--- config.mk ---
export PLATFORM = sky130hd
export DESIGN_NAME = pid_controller_pos_delta_top_flat
export DESIGN_NICKNAME = d
export VERILOG_FILES = /design/src/hw/rtl/pcd_pkg.sv /design/src/hw/rtl/pcd_ifs.sv /design/src/hw/rtl/pid_controller_pos_delta_top.sv /design/src/flat_wrapper.sv
export SDC_FILE = /design/constraint.sdc
export NUM_CORES = 2
export LEC_CHECK = 0
export BUFFER_PORTS_ARGS = -buffer_cell sky130_fd_sc_hd__buf_2
export CAP_MARGIN = 20
export CORE_UTILIZATION = 60
export DETAILED_ROUTE_END_ITERATION = 16
export HOLD_SLACK_MARGIN = 0.06
export PLACE_DENSITY_LB_ADDON = 0.05
export SYNTH_ARGS = -nofsm -noshare
export SYNTH_HDL_FRONTEND = slang
export SYNTH_SLANG_ARGS = --single-unit
--- constraint.sdc ---
create_clock -name clk -period 17.3 [get_ports clk]
set_input_delay 3.46 -clock clk [delete_from_list [all_inputs] [get_ports clk]]
set_output_delay 3.46 -clock clk [all_outputs]
set_load 0.1 [all_outputs]
--- src/hw/rtl/pcd_pkg.sv ---
// Package for the PID controller block: field widths, register indexes,
// sequencer states and the 48-bit saturation helper.
// No dependencies; compiled first.
`default_nettype none

package pcd_pkg;

  localparam int SampleW = 16;
  localparam int ErrW    = 17;
  localparam int GainW   = 24;
  localparam int LimW    = 31;
  localparam int BandW   = 16;
  localparam int ModeW   = 2;
  localparam int DriveW  = 32;
  localparam int AccW    = 48;
  localparam int MulAW   = 33;
  localparam int MulBW   = 25;
  localparam int ProdW   = MulAW + MulBW;
  localparam int SumW    = 64;
  localparam int AddrW   = 5;
  localparam int DataW   = 32;

  localparam int ModeIncrBit = 0;
  localparam int ModeTrapBit = 1;

  localparam logic signed [AccW-1:0] AccMax = {1'b0, {(AccW-1){1'b1}}};
  localparam logic signed [AccW-1:0] AccMin = {1'b1, {(AccW-1){1'b0}}};

  typedef enum logic [2:0] {
    REG_PROP_GAIN   = 3'd0,
    REG_INTEG_GAIN  = 3'd1,
    REG_DERIV_GAIN  = 3'd2,
    REG_INTEG_LIMIT = 3'd3,
    REG_OUT_LIMIT   = 3'd4,
    REG_INTEG_BAND  = 3'd5,
    REG_DEAD_ZONE   = 3'd6,
    REG_CTRL_MODE   = 3'd7
  } reg_idx_t;

  typedef enum logic [3:0] {
    ST_IDLE,
    ST_PROP,
    ST_QEST,
    ST_QFIX,
    ST_COEF,
    ST_INT_LO,
    ST_INT_HI,
    ST_DER,
    ST_DER_LO,
    ST_DER_HI,
    ST_FLT_LO,
    ST_FLT_HI,
    ST_DSAT,
    ST_SUM,
    ST_OUT
  } seq_state_t;

  typedef enum logic [1:0] {
    ACC_HOLD,
    ACC_LOAD,
    ACC_ADD
  } acc_op_t;

  function automatic logic signed [AccW-1:0] sat_acc(input logic signed [SumW-1:0] x);
    logic signed [AccW-1:0] res;
    if (x > SumW'(AccMax)) begin
      res = AccMax;
    end else if (x < SumW'(AccMin)) begin
      res = AccMin;
    end else begin
      res = AccW'(x);
    end
    return res;
  endfunction

endpackage

`default_nettype wire

--- src/hw/rtl/pcd_ifs.sv ---
// Valid/ready channel interfaces for the PID controller block.
// Depends on pcd_pkg for the field widths.
`default_nettype none

interface pcd_in_if;
  import pcd_pkg::*;
  logic                      valid;
  logic                      ready;
  logic signed [SampleW-1:0] setpoint;
  logic signed [SampleW-1:0] measurement;
  modport source (output valid, setpoint, measurement, input ready);
  modport sink (input valid, setpoint, measurement, output ready);
endinterface

interface pcd_out_if;
  import pcd_pkg::*;
  logic                     valid;
  logic                     ready;
  logic signed [DriveW-1:0] drive;
  logic                     in_dead_zone;
  logic                     saturated;
  modport source (output valid, drive, in_dead_zone, saturated, input ready);
  modport sink (input valid, drive, in_dead_zone, saturated, output ready);
endinterface

`default_nettype wire

--- src/hw/rtl/pid_controller_pos_delta_top.sv ---
// PID controller, positional or incremental form, in fixed point.
// Input words carry a setpoint and a measurement; each result word carries
// the clamped drive and two status flags. Eight gain, limit and mode
// registers are written through an APB-style port at byte address 4*index.
// One signed 33x25 multiplier with a 64-bit accumulator does all products,
// stepped by a sequencer; the block takes one input word at a time.
// An accepted word passes through the sequencer steps to the result register,
// and the block returns to idle before it accepts the next word. A dead-zone
// word goes from the proportional step straight to the output step.
// The sequence is made of the eleven multiplier steps plus the saturation,
// summing and output steps, and the idle step that takes a word.
// The result sits in an output register; while the receiver stalls, the
// block still accepts and computes the next word, then waits in its final
// step until the register is free.
// Synchronous reset clears the controller history and sets the registers
// to their reset values; no result is pending after reset.
// Depends on pcd_pkg and the channel interfaces in pcd_ifs.
`default_nettype none

module pid_controller_pos_delta_top #(
  parameter int DERIV_FILTER_Q15 = 0,
  parameter int VARINT_LOW       = 1024,
  parameter int VARINT_HIGH      = 4096
) (
  input  logic                      clk,
  input  logic                      rst_n,
  pcd_in_if.sink                    in_ch,
  pcd_out_if.source                 out_ch,
  input  logic                      psel,
  input  logic                      penable,
  input  logic                      pwrite,
  input  logic [pcd_pkg::AddrW-1:0] paddr,
  input  logic [pcd_pkg::DataW-1:0] pwdata,
  output logic [pcd_pkg::DataW-1:0] prdata,
  output logic                      pready
);
  import pcd_pkg::*;

  localparam longint VarSpan   = longint'(VARINT_HIGH) - longint'(VARINT_LOW);
  localparam longint RecipFull = (VarSpan > 0) ? (64'sd4294967296 / VarSpan) : 64'sd0;
  localparam longint RecipCap  = (RecipFull > 64'sd4294967295) ? 64'sd4294967295 : RecipFull;
  localparam logic [31:0] Recip = 32'(RecipCap);
  localparam logic [15:0] SpanK = 16'(VarSpan);
  localparam logic [15:0] FiltK = 16'(DERIV_FILTER_Q15 & 32'h7FFF);
  localparam logic [15:0] FiltC = 16'(32768 - (DERIV_FILTER_Q15 & 32'h7FFF));
  localparam logic [16:0] VarLo = 17'(VARINT_LOW);
  localparam logic [16:0] VarHi = 17'(VARINT_HIGH);
  localparam int SumOW = 50;
  localparam int PW    = 41;
  localparam int CvW   = 34;
  localparam int KddW  = 43;

  // Configuration registers.
  logic signed [GainW-1:0] kp_r, ki_r, kd_r;
  logic [LimW-1:0]         ilim_r, olim_r;
  logic [BandW-1:0]        band_r, dzl_r;
  logic [ModeW-1:0]        mode_r;

  // Sequencer and controller history.
  seq_state_t              state_r, state_nxt;
  logic signed [ErrW-1:0]  e_r, e_nxt, pe_r, pe_nxt, ppe_r, ppe_nxt;
  logic signed [DriveW-1:0] iacc_r, iacc_nxt;
  logic signed [AccW-1:0]  oacc_r, oacc_nxt, h1_r, h1_nxt, h2_r, h2_nxt;

  // Intermediate results.
  logic signed [PW-1:0]     p_r, p_nxt;
  logic [15:0]              q_r, q_nxt;
  logic signed [CvW-1:0]    cv_r, cv_nxt;
  logic signed [KddW-1:0]   kdd_r, kdd_nxt;
  logic signed [SumW-1:0]   acc_r, acc_nxt;
  logic signed [DriveW-1:0] integ_r, integ_nxt;
  logic signed [AccW-1:0]   d_r, d_nxt;
  logic                     dz_r, dz_nxt;

  // Output register.
  logic                     ov_r, ov_nxt;
  logic signed [DriveW-1:0] odrive_r, odrive_nxt;
  logic                     odz_r, odz_nxt, osat_r, osat_nxt;

  // Sequencer outputs.
  logic                     in_ready;
  logic signed [MulAW-1:0]  mul_a;
  logic signed [MulBW-1:0]  mul_b;
  acc_op_t                  acc_op;
  logic [4:0]               acc_sh;

  logic signed [ProdW-1:0]  prod;
  logic signed [SumW-1:0]   acc_term;

  logic [ErrW-1:0]          ae;
  logic                     dz_hit, in_band, incr, trap, allow, out_free;
  logic signed [AccW-1:0]   olim_s, ilim_s, hist;
  logic signed [AccW:0]     hdiff;
  logic signed [17:0]       pdiff, esum;
  logic signed [18:0]       diff;
  logic [15:0]              m16;
  logic [16:0]              coef;
  logic signed [33:0]       rem;
  logic signed [AccW-1:0]   inc_sel, inc, integ_pre;
  logic signed [SumOW-1:0]  sum;

  // Configuration port.
  assign pready = 1'b1;

  always_ff @(posedge clk) begin
    if (!rst_n) begin
      kp_r   <= '0;
      ki_r   <= '0;
      kd_r   <= '0;
      ilim_r <= '1;
      olim_r <= '1;
      band_r <= '1;
      dzl_r  <= '0;
      mode_r <= '0;
    end else if (psel && penable && pwrite) begin
      case (reg_idx_t'(paddr[4:2]))
        REG_PROP_GAIN:   kp_r   <= pwdata[GainW-1:0];
        REG_INTEG_GAIN:  ki_r   <= pwdata[GainW-1:0];
        REG_DERIV_GAIN:  kd_r   <= pwdata[GainW-1:0];
        REG_INTEG_LIMIT: ilim_r <= pwdata[LimW-1:0];
        REG_OUT_LIMIT:   olim_r <= pwdata[LimW-1:0];
        REG_INTEG_BAND:  band_r <= pwdata[BandW-1:0];
        REG_DEAD_ZONE:   dzl_r  <= pwdata[BandW-1:0];
        REG_CTRL_MODE:   mode_r <= pwdata[ModeW-1:0];
        default: ;
      endcase
    end
  end

  always_comb begin
    case (reg_idx_t'(paddr[4:2]))
      REG_PROP_GAIN:   prdata = {8'b0, kp_r};
      REG_INTEG_GAIN:  prdata = {8'b0, ki_r};
      REG_DERIV_GAIN:  prdata = {8'b0, kd_r};
      REG_INTEG_LIMIT: prdata = {1'b0, ilim_r};
      REG_OUT_LIMIT:   prdata = {1'b0, olim_r};
      REG_INTEG_BAND:  prdata = {16'b0, band_r};
      REG_DEAD_ZONE:   prdata = {16'b0, dzl_r};
      REG_CTRL_MODE:   prdata = {30'b0, mode_r};
      default:         prdata = '0;
    endcase
  end

  // Error-derived terms.
  assign ae      = e_r[ErrW-1] ? ErrW'(-e_r) : ErrW'(e_r);
  assign dz_hit  = ae < {1'b0, dzl_r};
  assign in_band = ae < {1'b0, band_r};
  assign incr    = mode_r[ModeIncrBit];
  assign trap    = mode_r[ModeTrapBit];
  assign olim_s  = $signed({17'b0, olim_r});
  assign ilim_s  = $signed({17'b0, ilim_r});
  assign allow   = (oacc_r <= olim_s) || e_r[ErrW-1];
  assign pdiff   = incr ? (18'(e_r) - 18'(pe_r)) : 18'(e_r);
  assign esum    = trap ? (18'(e_r) + 18'(pe_r)) : 18'(e_r);
  assign diff    = incr ? (19'(e_r) - (19'(pe_r) <<< 1) + 19'(ppe_r))
                        : (19'(e_r) - 19'(pe_r));
  assign hdiff   = (AccW+1)'(h1_r) - (AccW+1)'(h2_r);
  assign hist    = incr ? sat_acc(SumW'(hdiff)) : h1_r;
  assign m16     = 16'(VarHi - ae);
  assign out_free = !ov_r || out_ch.ready;

  always_comb begin
    if (ae <= VarLo) begin
      coef = 17'h10000;
    end else if (ae > VarHi) begin
      coef = '0;
    end else begin
      coef = {1'b0, q_r};
    end
  end

  // Shared multiplier and accumulator term.
  assign prod = ProdW'(mul_a) * ProdW'(mul_b);
  assign acc_term = SumW'(prod) <<< acc_sh;

  // Sequencer: next state.
  always_comb begin
    state_nxt = state_r;
    case (state_r)
      ST_IDLE:   if (in_ch.valid) state_nxt = ST_PROP;
      ST_PROP:   state_nxt = dz_hit ? ST_OUT : ST_QEST;
      ST_QEST:   state_nxt = ST_QFIX;
      ST_QFIX:   state_nxt = ST_COEF;
      ST_COEF:   state_nxt = ST_INT_LO;
      ST_INT_LO: state_nxt = ST_INT_HI;
      ST_INT_HI: state_nxt = ST_DER;
      ST_DER:    state_nxt = ST_DER_LO;
      ST_DER_LO: state_nxt = ST_DER_HI;
      ST_DER_HI: state_nxt = ST_FLT_LO;
      ST_FLT_LO: state_nxt = ST_FLT_HI;
      ST_FLT_HI: state_nxt = ST_DSAT;
      ST_DSAT:   state_nxt = ST_SUM;
      ST_SUM:    state_nxt = ST_OUT;
      ST_OUT:    if (out_free) state_nxt = ST_IDLE;
      default:   state_nxt = ST_IDLE;
    endcase
  end

  // Sequencer: multiplier operands and accumulator control.
  always_comb begin
    in_ready = 1'b0;
    mul_a    = '0;
    mul_b    = '0;
    acc_op   = ACC_HOLD;
    acc_sh   = 5'd0;
    case (state_r)
      ST_IDLE: in_ready = 1'b1;
      ST_PROP: begin
        mul_a = MulAW'(pdiff);
        mul_b = MulBW'(kp_r);
      end
      ST_QEST: begin
        mul_a = $signed({1'b0, Recip});
        mul_b = $signed({9'b0, m16});
      end
      ST_QFIX: begin
        mul_a = $signed({17'b0, q_r});
        mul_b = $signed({9'b0, SpanK});
      end
      ST_COEF: begin
        mul_a = MulAW'(esum);
        mul_b = $signed({8'b0, coef});
      end
      ST_INT_LO: begin
        mul_a  = $signed({16'b0, cv_r[16:0]});
        mul_b  = MulBW'(ki_r);
        acc_op = ACC_LOAD;
      end
      ST_INT_HI: begin
        mul_a  = MulAW'($signed(cv_r[CvW-1:17]));
        mul_b  = MulBW'(ki_r);
        acc_op = ACC_ADD;
        acc_sh = 5'd17;
      end
      ST_DER: begin
        mul_a = MulAW'(diff);
        mul_b = MulBW'(kd_r);
      end
      ST_DER_LO: begin
        mul_a  = $signed({9'b0, kdd_r[23:0]});
        mul_b  = $signed({9'b0, FiltC});
        acc_op = ACC_LOAD;
      end
      ST_DER_HI: begin
        mul_a  = MulAW'($signed(kdd_r[KddW-1:24]));
        mul_b  = $signed({9'b0, FiltC});
        acc_op = ACC_ADD;
        acc_sh = 5'd24;
      end
      ST_FLT_LO: begin
        mul_a  = $signed({9'b0, hist[23:0]});
        mul_b  = $signed({9'b0, FiltK});
        acc_op = ACC_ADD;
      end
      ST_FLT_HI: begin
        mul_a  = MulAW'($signed(hist[AccW-1:24]));
        mul_b  = $signed({9'b0, FiltK});
        acc_op = ACC_ADD;
        acc_sh = 5'd24;
      end
      default: ;
    endcase
  end

  assign in_ch.ready = in_ready;

  // Integral update from the accumulated Ki*coef*esum product.
  always_comb begin
    inc_sel = trap ? AccW'(acc_r >>> 17) : AccW'(acc_r >>> 16);
    inc     = allow ? inc_sel : '0;
    if (!in_band) begin
      integ_pre = '0;
    end else if (incr) begin
      integ_pre = inc;
    end else begin
      integ_pre = AccW'(iacc_r) + inc;
    end
  end

  assign rem = $signed({2'b0, m16, 16'b0}) - CvW'(prod);
  assign sum = (incr ? SumOW'(oacc_r) : SumOW'(0)) + SumOW'(p_r) + SumOW'(integ_r)
             + SumOW'(d_r);

  // Datapath next values.
  always_comb begin
    e_nxt      = e_r;
    pe_nxt     = pe_r;
    ppe_nxt    = ppe_r;
    iacc_nxt   = iacc_r;
    oacc_nxt   = oacc_r;
    h1_nxt     = h1_r;
    h2_nxt     = h2_r;
    p_nxt      = p_r;
    q_nxt      = q_r;
    cv_nxt     = cv_r;
    kdd_nxt    = kdd_r;
    integ_nxt  = integ_r;
    d_nxt      = d_r;
    dz_nxt     = dz_r;
    ov_nxt     = ov_r && !out_ch.ready;
    odrive_nxt = odrive_r;
    odz_nxt    = odz_r;
    osat_nxt   = osat_r;
    case (acc_op)
      ACC_LOAD: acc_nxt = acc_term;
      ACC_ADD:  acc_nxt = acc_r + acc_term;
      default:  acc_nxt = acc_r;
    endcase
    case (state_r)
      ST_IDLE: begin
        if (in_ch.valid) begin
          e_nxt = ErrW'(in_ch.setpoint) - ErrW'(in_ch.measurement);
        end
      end
      ST_PROP: begin
        dz_nxt = dz_hit;
        p_nxt  = PW'(prod);
        if (dz_hit) begin
          pe_nxt   = '0;
          ppe_nxt  = '0;
          iacc_nxt = '0;
          oacc_nxt = '0;
          h1_nxt   = '0;
          h2_nxt   = '0;
        end
      end
      ST_QEST: q_nxt = prod[31:16];
      ST_QFIX: begin
        if (rem >= $signed({18'b0, SpanK})) begin
          q_nxt = q_r + 16'd1;
        end
      end
      ST_COEF: cv_nxt = CvW'(prod);
      ST_DER: begin
        kdd_nxt = KddW'(prod);
        if (integ_pre > ilim_s) begin
          integ_nxt = DriveW'(ilim_s);
        end else if (integ_pre < -ilim_s) begin
          integ_nxt = DriveW'(-ilim_s);
        end else begin
          integ_nxt = DriveW'(integ_pre);
        end
      end
      ST_DSAT: d_nxt = sat_acc(acc_r >>> 15);
      ST_SUM: begin
        oacc_nxt = sat_acc(SumW'(sum));
        iacc_nxt = integ_r;
        if (incr) begin
          ppe_nxt = pe_r;
        end
        pe_nxt = e_r;
        h2_nxt = h1_r;
        h1_nxt = d_r;
      end
      ST_OUT: begin
        if (out_free) begin
          ov_nxt  = 1'b1;
          odz_nxt = dz_r;
          if (oacc_r > olim_s) begin
            odrive_nxt = DriveW'(olim_s);
            osat_nxt   = 1'b1;
          end else if (oacc_r < -olim_s) begin
            odrive_nxt = DriveW'(-olim_s);
            osat_nxt   = 1'b1;
          end else begin
            odrive_nxt = DriveW'(oacc_r);
            osat_nxt   = 1'b0;
          end
        end
      end
      default: ;
    endcase
  end

  always_ff @(posedge clk) begin
    if (!rst_n) begin
      state_r <= ST_IDLE;
      pe_r    <= '0;
      ppe_r   <= '0;
      iacc_r  <= '0;
      oacc_r  <= '0;
      h1_r    <= '0;
      h2_r    <= '0;
      ov_r    <= 1'b0;
    end else begin
      state_r <= state_nxt;
      pe_r    <= pe_nxt;
      ppe_r   <= ppe_nxt;
      iacc_r  <= iacc_nxt;
      oacc_r  <= oacc_nxt;
      h1_r    <= h1_nxt;
      h2_r    <= h2_nxt;
      ov_r    <= ov_nxt;
    end
  end

  always_ff @(posedge clk) begin
    e_r      <= e_nxt;
    p_r      <= p_nxt;
    q_r      <= q_nxt;
    cv_r     <= cv_nxt;
    kdd_r    <= kdd_nxt;
    acc_r    <= acc_nxt;
    integ_r  <= integ_nxt;
    d_r      <= d_nxt;
    dz_r     <= dz_nxt;
    odrive_r <= odrive_nxt;
    odz_r    <= odz_nxt;
    osat_r   <= osat_nxt;
  end

  assign out_ch.valid        = ov_r;
  assign out_ch.drive        = odrive_r;
  assign out_ch.in_dead_zone = odz_r;
  assign out_ch.saturated    = osat_r;

  // An accepted word always starts the multiply sequence.
  a_accept_starts: assert property (@(posedge clk) disable iff (!rst_n)
    in_ch.valid && in_ch.ready |=> state_r == ST_PROP)
    else $error("accepted word did not start the sequence");

  // A dead-zone word wipes the controller history.
  a_dz_clears: assert property (@(posedge clk) disable iff (!rst_n)
    state_r == ST_PROP && dz_hit |=> oacc_r == '0 && pe_r == '0 && h1_r == '0)
    else $error("dead zone left history behind");

  // A dead-zone result carries zero drive and no saturation flag.
  a_dz_result: assert property (@(posedge clk) disable iff (!rst_n)
    out_ch.valid && out_ch.in_dead_zone |-> out_ch.drive == '0 && !out_ch.saturated)
    else $error("dead-zone result is not zero");

  // A pending result always lies within the output clamp.
  a_drive_clamped: assert property (@(posedge clk) disable iff (!rst_n)
    out_ch.valid |-> (out_ch.drive <= $signed({1'b0, olim_r}))
                  && (out_ch.drive >= -$signed({1'b0, olim_r})))
    else $error("drive outside the output limit");

  // The result register is only loaded from the final sequencer step.
  a_load_from_out: assert property (@(posedge clk) disable iff (!rst_n)
    $rose(ov_r) |-> $past(state_r == ST_OUT))
    else $error("result loaded outside the output step");

endmodule

`default_nettype wire

--- src/flat_wrapper.sv ---
// flat-port wrapper written by rule: the top's interface ports become plain ports
module pid_controller_pos_delta_top_flat import pcd_pkg::*;
#(
  parameter int DERIV_FILTER_Q15 = 0,
  parameter int VARINT_LOW       = 1024,
  parameter int VARINT_HIGH      = 4096
)
  (clk, rst_n, psel, penable, pwrite, paddr, pwdata, prdata, pready, in_ch_valid, in_ch_setpoint, in_ch_measurement, in_ch_ready, out_ch_valid, out_ch_drive, out_ch_in_dead_zone, out_ch_saturated, out_ch_ready);
  pcd_in_if in_ch_i ();
  pcd_out_if out_ch_i ();
  input  logic clk;
  input  logic rst_n;
  input  logic psel;
  input  logic penable;
  input  logic pwrite;
  input  logic [pcd_pkg::AddrW-1:0] paddr;
  input  logic [pcd_pkg::DataW-1:0] pwdata;
  output logic [pcd_pkg::DataW-1:0] prdata;
  output logic pready;
  input wire logic [$bits(in_ch_i.valid)-1:0] in_ch_valid;
  input wire logic [$bits(in_ch_i.setpoint)-1:0] in_ch_setpoint;
  input wire logic [$bits(in_ch_i.measurement)-1:0] in_ch_measurement;
  output wire logic [$bits(in_ch_i.ready)-1:0] in_ch_ready;
  output wire logic [$bits(out_ch_i.valid)-1:0] out_ch_valid;
  output wire logic [$bits(out_ch_i.drive)-1:0] out_ch_drive;
  output wire logic [$bits(out_ch_i.in_dead_zone)-1:0] out_ch_in_dead_zone;
  output wire logic [$bits(out_ch_i.saturated)-1:0] out_ch_saturated;
  input wire logic [$bits(out_ch_i.ready)-1:0] out_ch_ready;
  assign in_ch_i.valid = in_ch_valid;
  assign in_ch_i.setpoint = in_ch_setpoint;
  assign in_ch_i.measurement = in_ch_measurement;
  assign in_ch_ready = in_ch_i.ready;
  assign out_ch_valid = out_ch_i.valid;
  assign out_ch_drive = out_ch_i.drive;
  assign out_ch_in_dead_zone = out_ch_i.in_dead_zone;
  assign out_ch_saturated = out_ch_i.saturated;
  assign out_ch_i.ready = out_ch_ready;
  pid_controller_pos_delta_top #(.DERIV_FILTER_Q15(DERIV_FILTER_Q15), .VARINT_LOW(VARINT_LOW), .VARINT_HIGH(VARINT_HIGH)) u_core (.clk(clk), .rst_n(rst_n), .in_ch(in_ch_i), .out_ch(out_ch_i), .psel(psel), .penable(penable), .pwrite(pwrite), .paddr(paddr), .pwdata(pwdata), .prdata(prdata), .pready(pready));
endmodule
# --- After elaboration in Yosys (flattened, before gate mapping) ---
# Index checks and enable logic that the tools add are counted.
word_totals:
  ff_bits: 713
  output_inout_bits: 69
  wordCells: 172
classes:
  addsub: 18
  multipliers: 1
  order_cmp: 16
  n_eq_ne: 28
  shift: 1
  muxes: 47
  n_reduce_logical: 31
ops:
  columns: ["op", "n"]
  rows:
  - ["2-to-1 mux 48 bit", 10]
  - ["one-hot mux 33 bit (11 select lines)", 1]
  - ["one-hot mux 48 bit (2 select lines)", 3]
  - ["one-hot mux 32 bit (8 select lines)", 1]
  - ["one-hot mux 25 bit (7 select lines)", 1]
  - ["one-hot mux 64 bit (2 select lines)", 1]
  - ["greater-than comparator 49 x 48 -> 1 bit (second input constant)", 2]
  - ["< comparator 49 x 48 -> 1 bit (second input constant)", 2]
  - ["greater-than comparator 48 x 32 -> 1 bit", 2]
  - ["< comparator 48 bit", 2]
  - ["2-to-1 mux 32 bit", 3]
  - ["negation 31 -> 48 bit", 2]
  - ["2-to-1 mux 17 bit", 4]
  - ["one-hot mux 17 bit (2 select lines)", 2]
  - ["adder 64 bit", 1]
  - ["one-hot mux 32 bit (2 select lines)", 1]
  - ["<<< shifter 58 x 5 -> 64 bit", 1]
  - ["2-to-1 mux 31 bit", 2]
  - ["one-hot mux 4 bit (15 select lines)", 1]
  - ["multiplier 33 x 25 -> 58 bit", 1]
  - ["adder 50 x 32 -> 50 bit", 1]
  - ["adder 50 x 41 -> 50 bit", 1]
  - ["adder 50 x 48 -> 50 bit", 1]
  - ["greater-than comparator 50 x 48 -> 1 bit (second input constant)", 1]
  - ["other kinds (48)", 95]

# --- Logic depth before layout (Yosys ltp) ---
logic_depth:
  depth_word: 11
  ltp_mapped: 64
  depth_no_buf: 61

# --- Worst setup path before layout ---
# OpenSTA, ideal clock, no wires.
synth_path:
  kind: "flip-flop to flip-flop"
  startpoint: "reg u_core.state_r[2]"
  endpoint: "reg u_core.acc_r[61], data pin"
  arrival_ns: 13.795
  required_ns: 17.040
  setup_slack_ns: 3.246
  stages_incl_launch_ff: 53
  synth_period_minus_slack_ns: 14.054
  path_cell_list: "dfxtp_1 > clkbuf_1 > inv_1 > nor2_1 > nand2_1 > inv_1 > clkbuf_1 > clkbuf_1 > buf_1 > a222oi_1 > nand3_1 > clkbuf_1 > nand2_1 > inv_1 > fa_1 > fa_1 > fa_1 > inv_1 > [17 not listed] > o211ai_1 > o21ai_0 > ha_1 > a21o_1 > a21o_1 > a21oi_1 > o21bai_1 > a21o_1 > a21o_1 > a21oi_1 > nor3b_1 > a211oi_1 > nor2_1 > o21bai_1 > a21o_1 > a21oi_1 > xnor2_1 > mux2_2"
synth_between:
  elab_chain_len: 7
  elab_cells_between_ends: 26
  cone_classes: "1 x add/sub; 1 x mul; 13 x eq/ne; 1 x shift; 5 x mux; 5 x reduce/logical"
synth_lines:
  columns: ["element", "line_no", "rtl"]
  rows:
  - ["from (decl)", "pid_controller_pos_delta_top.sv:60", "seq_state_t state_r, state_nxt;"]
  - ["from (signal assigned)", "pid_controller_pos_delta_top.sv:386", "state_r <= state_nxt;"]
  - ["== test 4 bit / == test 4 x 3 -> 1 bit (equally long branches)", "pid_controller_pos_delta_top.sv:206", "case (state_r)"]
  - ["OR reduction 2 bit (no source line)", null, null]
  - ["one-hot mux 25 bit (7 select lines)", "pid_controller_pos_delta_top.sv:206", null]
  - ["multiplier 33 x 25 -> 58 bit *", "pid_controller_pos_delta_top.sv:173", "assign prod = ProdW'(mul_a) * ProdW'(mul_b);"]
  - ["via u_core.prod[42]", "pid_controller_pos_delta_top.sv:87", "logic signed [ProdW-1:0] prod;"]
  - ["<<< shifter 58 x 5 -> 64 bit *", "pid_controller_pos_delta_top.sv:174", "assign acc_term = SumW'(prod) <<< acc_sh;"]
  - ["adder 64 bit", "pid_controller_pos_delta_top.sv:306", "ACC_ADD: acc_nxt = acc_r + acc_term;"]
  - ["one-hot mux 64 bit (2 select lines) *", "pid_controller_pos_delta_top.sv:304", "case (acc_op)"]
  - ["via u_core.acc_nxt[61]", "pid_controller_pos_delta_top.sv:70", "logic signed [SumW-1:0] acc_r, acc_nxt;"]
  - ["to (signal assigned)", "pid_controller_pos_delta_top.sv:403", "acc_r <= acc_nxt;"]
  - ["to (decl)", "pid_controller_pos_delta_top.sv:70", null]
# Mark *: on every way through the listed nets, which the timed path passes. The rest lies on a longest branch.
# A chain may end at the register's enable or synchronous reset.

# --- Final worst setup path ---
layout_path:
  startpoint: "reg u_core.e_r[0]"
  endpoint: "reg u_core.acc_r[63], data pin"
layout_between:
  elab_chain_len: 10
  elab_cells_between_ends: 21
  cone_classes: "8 x add/sub; 1 x mul; 2 x order compare; 1 x shift; 9 x mux"
layout_lines:
  columns: ["element", "line_no", "rtl"]
  rows:
  - ["from (decl)", "pid_controller_pos_delta_top.sv:61", "logic signed [ErrW-1:0] e_r, e_nxt, pe_r, pe_nxt, ppe_r, ppe_nxt;"]
  - ["from (signal assigned)", "pid_controller_pos_delta_top.sv:398", "e_r <= e_nxt;"]
  - ["negation 17 bit", "pid_controller_pos_delta_top.sv:145", "assign ae = e_r[ErrW-1] ? ErrW'(-e_r) : ErrW'(e_r);"]
  - ["2-to-1 mux 17 bit", "pid_controller_pos_delta_top.sv:145", null]
  - ["greater-than comparator 17 x 13 -> 1 bit", "pid_controller_pos_delta_top.sv:165", "end else if (ae > VarHi) begin"]
  - ["2-to-1 mux 16 bit", "pid_controller_pos_delta_top.sv:165", null]
  - ["2-to-1 mux 17 bit", "pid_controller_pos_delta_top.sv:163", "if (ae <= VarLo) begin"]
  - ["one-hot mux 25 bit (7 select lines)", "pid_controller_pos_delta_top.sv:206", null]
  - ["multiplier 33 x 25 -> 58 bit *", "pid_controller_pos_delta_top.sv:173", null]
  - ["<<< shifter 58 x 5 -> 64 bit *", "pid_controller_pos_delta_top.sv:174", null]
  - ["adder 64 bit", "pid_controller_pos_delta_top.sv:306", null]
  - ["one-hot mux 64 bit (2 select lines) *", "pid_controller_pos_delta_top.sv:304", null]
  - ["via u_core.acc_nxt[63]", "pid_controller_pos_delta_top.sv:70", null]
# Marked as above.

==> impl_metrics.json <==
{
  "p_per_area_nw_per_um2": 116.1,
  "critical_path_peak_fanout": 27,
  "number_of_design_rule_violations_left_by_the_first_detailed_router_iteration": 8851,
  "final.min_clock_period_ps": 16480,
  "cts_hold_repair_buffers": 0,
  "starting_utilization_of_the_core_area_pct": 60.63,
  "maximum_number_of_pins_on_one_net_before_global_route_repair": 153,
  "critPathCaptureType": "register",
  "number_of_antenna_violations_at_the_first_check_in_global_routing": 9,
  "layout-drive-gt1-share_pct": 7.339,
  "globalRouteOverflowTotal": 0,
  "fin_crit_sh_pct": 95.24,
  "final-seq-area_um2": 17580,
  "drt_pre_antenna_iters": 9,
  "yosys_register_bits": 713,
  "crit_path_max_incr_delay_ps": 1150,
  "synth.cell_area_um2": 79910,
  "setup-violations-final": 0,
  "totalWireLength_um": 294800,
  "design_area_um2": 85760,
  "multi_input_gate_area_in_the_final_layout_um2": 56540,
  "die_w_um": 367.0,
  "grt.met1_usage_pct": 57.82,
  "worstSetupStartpointType": "register",
  "global_route.peak_usage_layer": "met2",
  "dp.cells": 11015,
  "total_leakage_power_nw": 38.60,
  "run_status": "completed",
  "slowest_stage": "fa_1",
  "fin_setup_tns_ps": 0,
  "worst-setup-path-type": "reg -> reg",
  "timing.critical_path.arrival_ps": 16920,
  "grt_setup_unrepaired": "false",
  "chipHeight_um": 367.0,
  "cts_made_buffers": 87,
  "synthesis.nets": 10908,
  "grt.met2_usage_pct": 63.41,
  "cts_tree": "yes",
  "postSynthCellCount": 9402,
  "worstPathBufferInverterCount": 5,
  "final_cell_count_no_fill": 11189,
  "synth-async-reset-ratio_pct": 0,
  "clock-skew-final_ps": 40.36,
  "yosysUniqueCellTypes": 100,
  "clk_transition_reported_paths_ps": 60,
  "power.ir.vdd_worst_uv": 81.95,
  "postPlaceCellArea_um2": 82780,
  "io_buffers": 139,
  "worst_slew_pin_slew_ps": 1182,
  "worstSkewPairLatency_ps": 720,
  "clock_tree.buffer_depth": 3,
  "synthToLayoutAreaGrowth_pct": 7.320,
  "required_ps": 17740,
  "final.setup.worst_slack_ps": 822.7,
  "fin_worst_hold_slack_ps": 443.0,
  "hold_viol_final": 0,
  "fmaxAchievable_ghz": 0.06069,
  "syn-mean-instance-area_um2": 8.500,
  "first_global_vias": 68504,
  "routed_wire_length_per_instance_um": 26.35,
  "ys_warn_count": 0,
  "io_pins": 145,
  "clock_tree.root_cell": "clkbuf_16",
  "globalRouteMet3Util_pct": 10.99,
  "die_area_um2": 134700,
  "sinks_on_the_clock_net": 713,
  "gp_congestion": 1.048,
  "cts_setup_buffers": 0,
  "post-route-drc-count": 0,
  "detail-route-antenna-nets": 0,
  "worst_path_dominant_cell_family": "compound AO/OA/AOI/OAI gates",
  "cts_htree_levels": 3,
  "grt_util_all_layers_pct": 43.13,
  "fp.coreArea_um2": 131800,
  "max_cap_violations": 0,
  "grt_first_pass_wirelength_um": 436000,
  "number_of_rows_in_the_core_area": 133,
  "detail_route.vias_per_cell": 6.415,
  "worst_slew_margin_rel_pct": 21.18,
  "n_fill_cell": 11354,
  "place_ws_ps": 1125,
  "cts.repair.resized": 0,
  "synth.yosys.seq_area_share_pct": 22.00,
  "worstHoldPathType": "reg -> reg",
  "finalNetCount": 10861,
  "timing.final.max_slew_violations": 0,
  "post_synth_edffs": 330,
  "vias": 71774,
  "place.detailed.hpwl_um": 229700,
  "synth_ff_type": "dfxtp_1"
}
-- Yosys cell counts, types with 30 or more instances --
master	instances	area share, %
a22oi_1	46	0.43
buf_1	51	0.24
nand2_1	1114	5.2
a21oi_1	753	4.7
xor2_1	101	1.1
or2_2	40	0.31
nand2b_1	128	1.0
edfxtp_1	330	12
o21a_1	60	0.56
fa_1	801	20
a21boi_0	30	0.28
o21bai_1	44	0.41
nor3_1	113	0.71
or3_1	39	0.31
xnor2_1	276	3.0
nor2_1	775	3.6
mux2i_1	114	1.4
nor4_1	47	0.37
o22ai_1	57	0.45
o211ai_1	124	1.2
dfxtp_1	383	9.6
a211oi_1	52	0.49
ha_1	629	9.8
inv_1	1140	5.4
nand3_1	303	1.9
o21ai_0	366	2.3
nand4_1	67	0.52
and3_1	45	0.35
and2_1	76	0.59
clkbuf_1	415	1.9
nor2b_1	110	0.86
a21o_1	231	2.2
a31oi_1	59	0.46
a221oi_1	60	0.66
mux2_2	68	0.96
-- layout by cell type (no fill, tap or decap), types with 301 or more instances in the layout --
master    instances
edfxtp_1        330
ha_1            628
o21ai_0         365
fa_1            801
nand3_1         301
nor2_1          763
a21oi_1         748
inv_1          1136
dfxtp_1         381
nand2_1        1109
-- kinds of logic after synthesis --
| logic type | synth area share [%] |
|---|---|
| simple gates | 16.49 |
| compound gates | 17.08 |
| buf+inv | 7.641 |
| fa+ha+maj | 29.96 |
| flops | 22.00 |
| xor+xnor | 4.132 |
| mux | 2.696 |
| other cells | 0.009398 |
-- sequential cells by signal, summed over array words and instances (netlist names), 17 cells and up --
register / count
u_core.kp_r: 24
u_core.kd_r: 24
u_core.out_ch.drive: 32
u_core.e_r: 17
u_core.pe_r: 17
u_core.d_r: 48
u_core.integ_r: 32
u_core.ppe_r: 17
u_core.cv_r: 34
u_core.olim_r: 31
u_core.acc_r: 64
u_core.oacc_r: 48
u_core.ki_r: 24
u_core.h2_r: 48
u_core.p_r: 41
u_core.iacc_r: 32
u_core.h1_r: 48
u_core.kdd_r: 43
u_core.ilim_r: 31
-- path summary, 6_finish.rpt --
| check | from | to | slack [ps] | cells past startpoint |
|---|---|---|---|---|
| worst max-delay path | u_core.e_r[0] | u_core.acc_r[63] | 820 | 54 |
| worst min-delay path | u_core.dz_r | u_core.out_ch.in_dead_zone | 440 | 0 |
| worst max register to register | u_core.e_r[0] | u_core.acc_r[63] | 820 | 54 |
| worst min register to register | u_core.dz_r | u_core.out_ch.in_dead_zone | 440 | 0 |
-- layout make-up --
type | count | area share (%)
clock buffer | 120 | 2.839
antenna | 5 | 0.01459
sequential | 713 | 20.50
multi-input combinational | 7068 | 65.92
timing repair buffer | 338 | 2.563
tap | 1755 | 2.560
clock inverter | 43 | 0.5646
inverter | 1147 | 5.033
-- per-layer routing --
| layer | wire length [um] | share of wire (%) | vias to the layer above |
|---|---|---|---|
| met3 | 35380 | 12 | 773 |
| met4 | 19650 | 6.7 | 10 |
| li1 | - | - | 31861 |
| met1 | 115000 | 39 | 34976 |
| met2 | 124700 | 42 | 4154 |
| met5 | 67 | 0.023 | - |
-- report_power, final --
group / total (mW) / internal, mW / switching, mW
Clock: 1.93 / 1.10 / 0.831
Combinational: 5.82 / 2.02 / 3.80
Sequential: 2.20 / 2.03 / 0.165
-- per-stage QoR --
stage                     total power, mW  util, %
after floorplan                     5.932        -
after global placement              7.751    62.81
after detailed placement            7.834    62.81
after CTS                           9.764    65.02
after global routing                10.42    65.06
final                               9.953    65.07
Note: power is estimated with default switching activity, not from simulation.
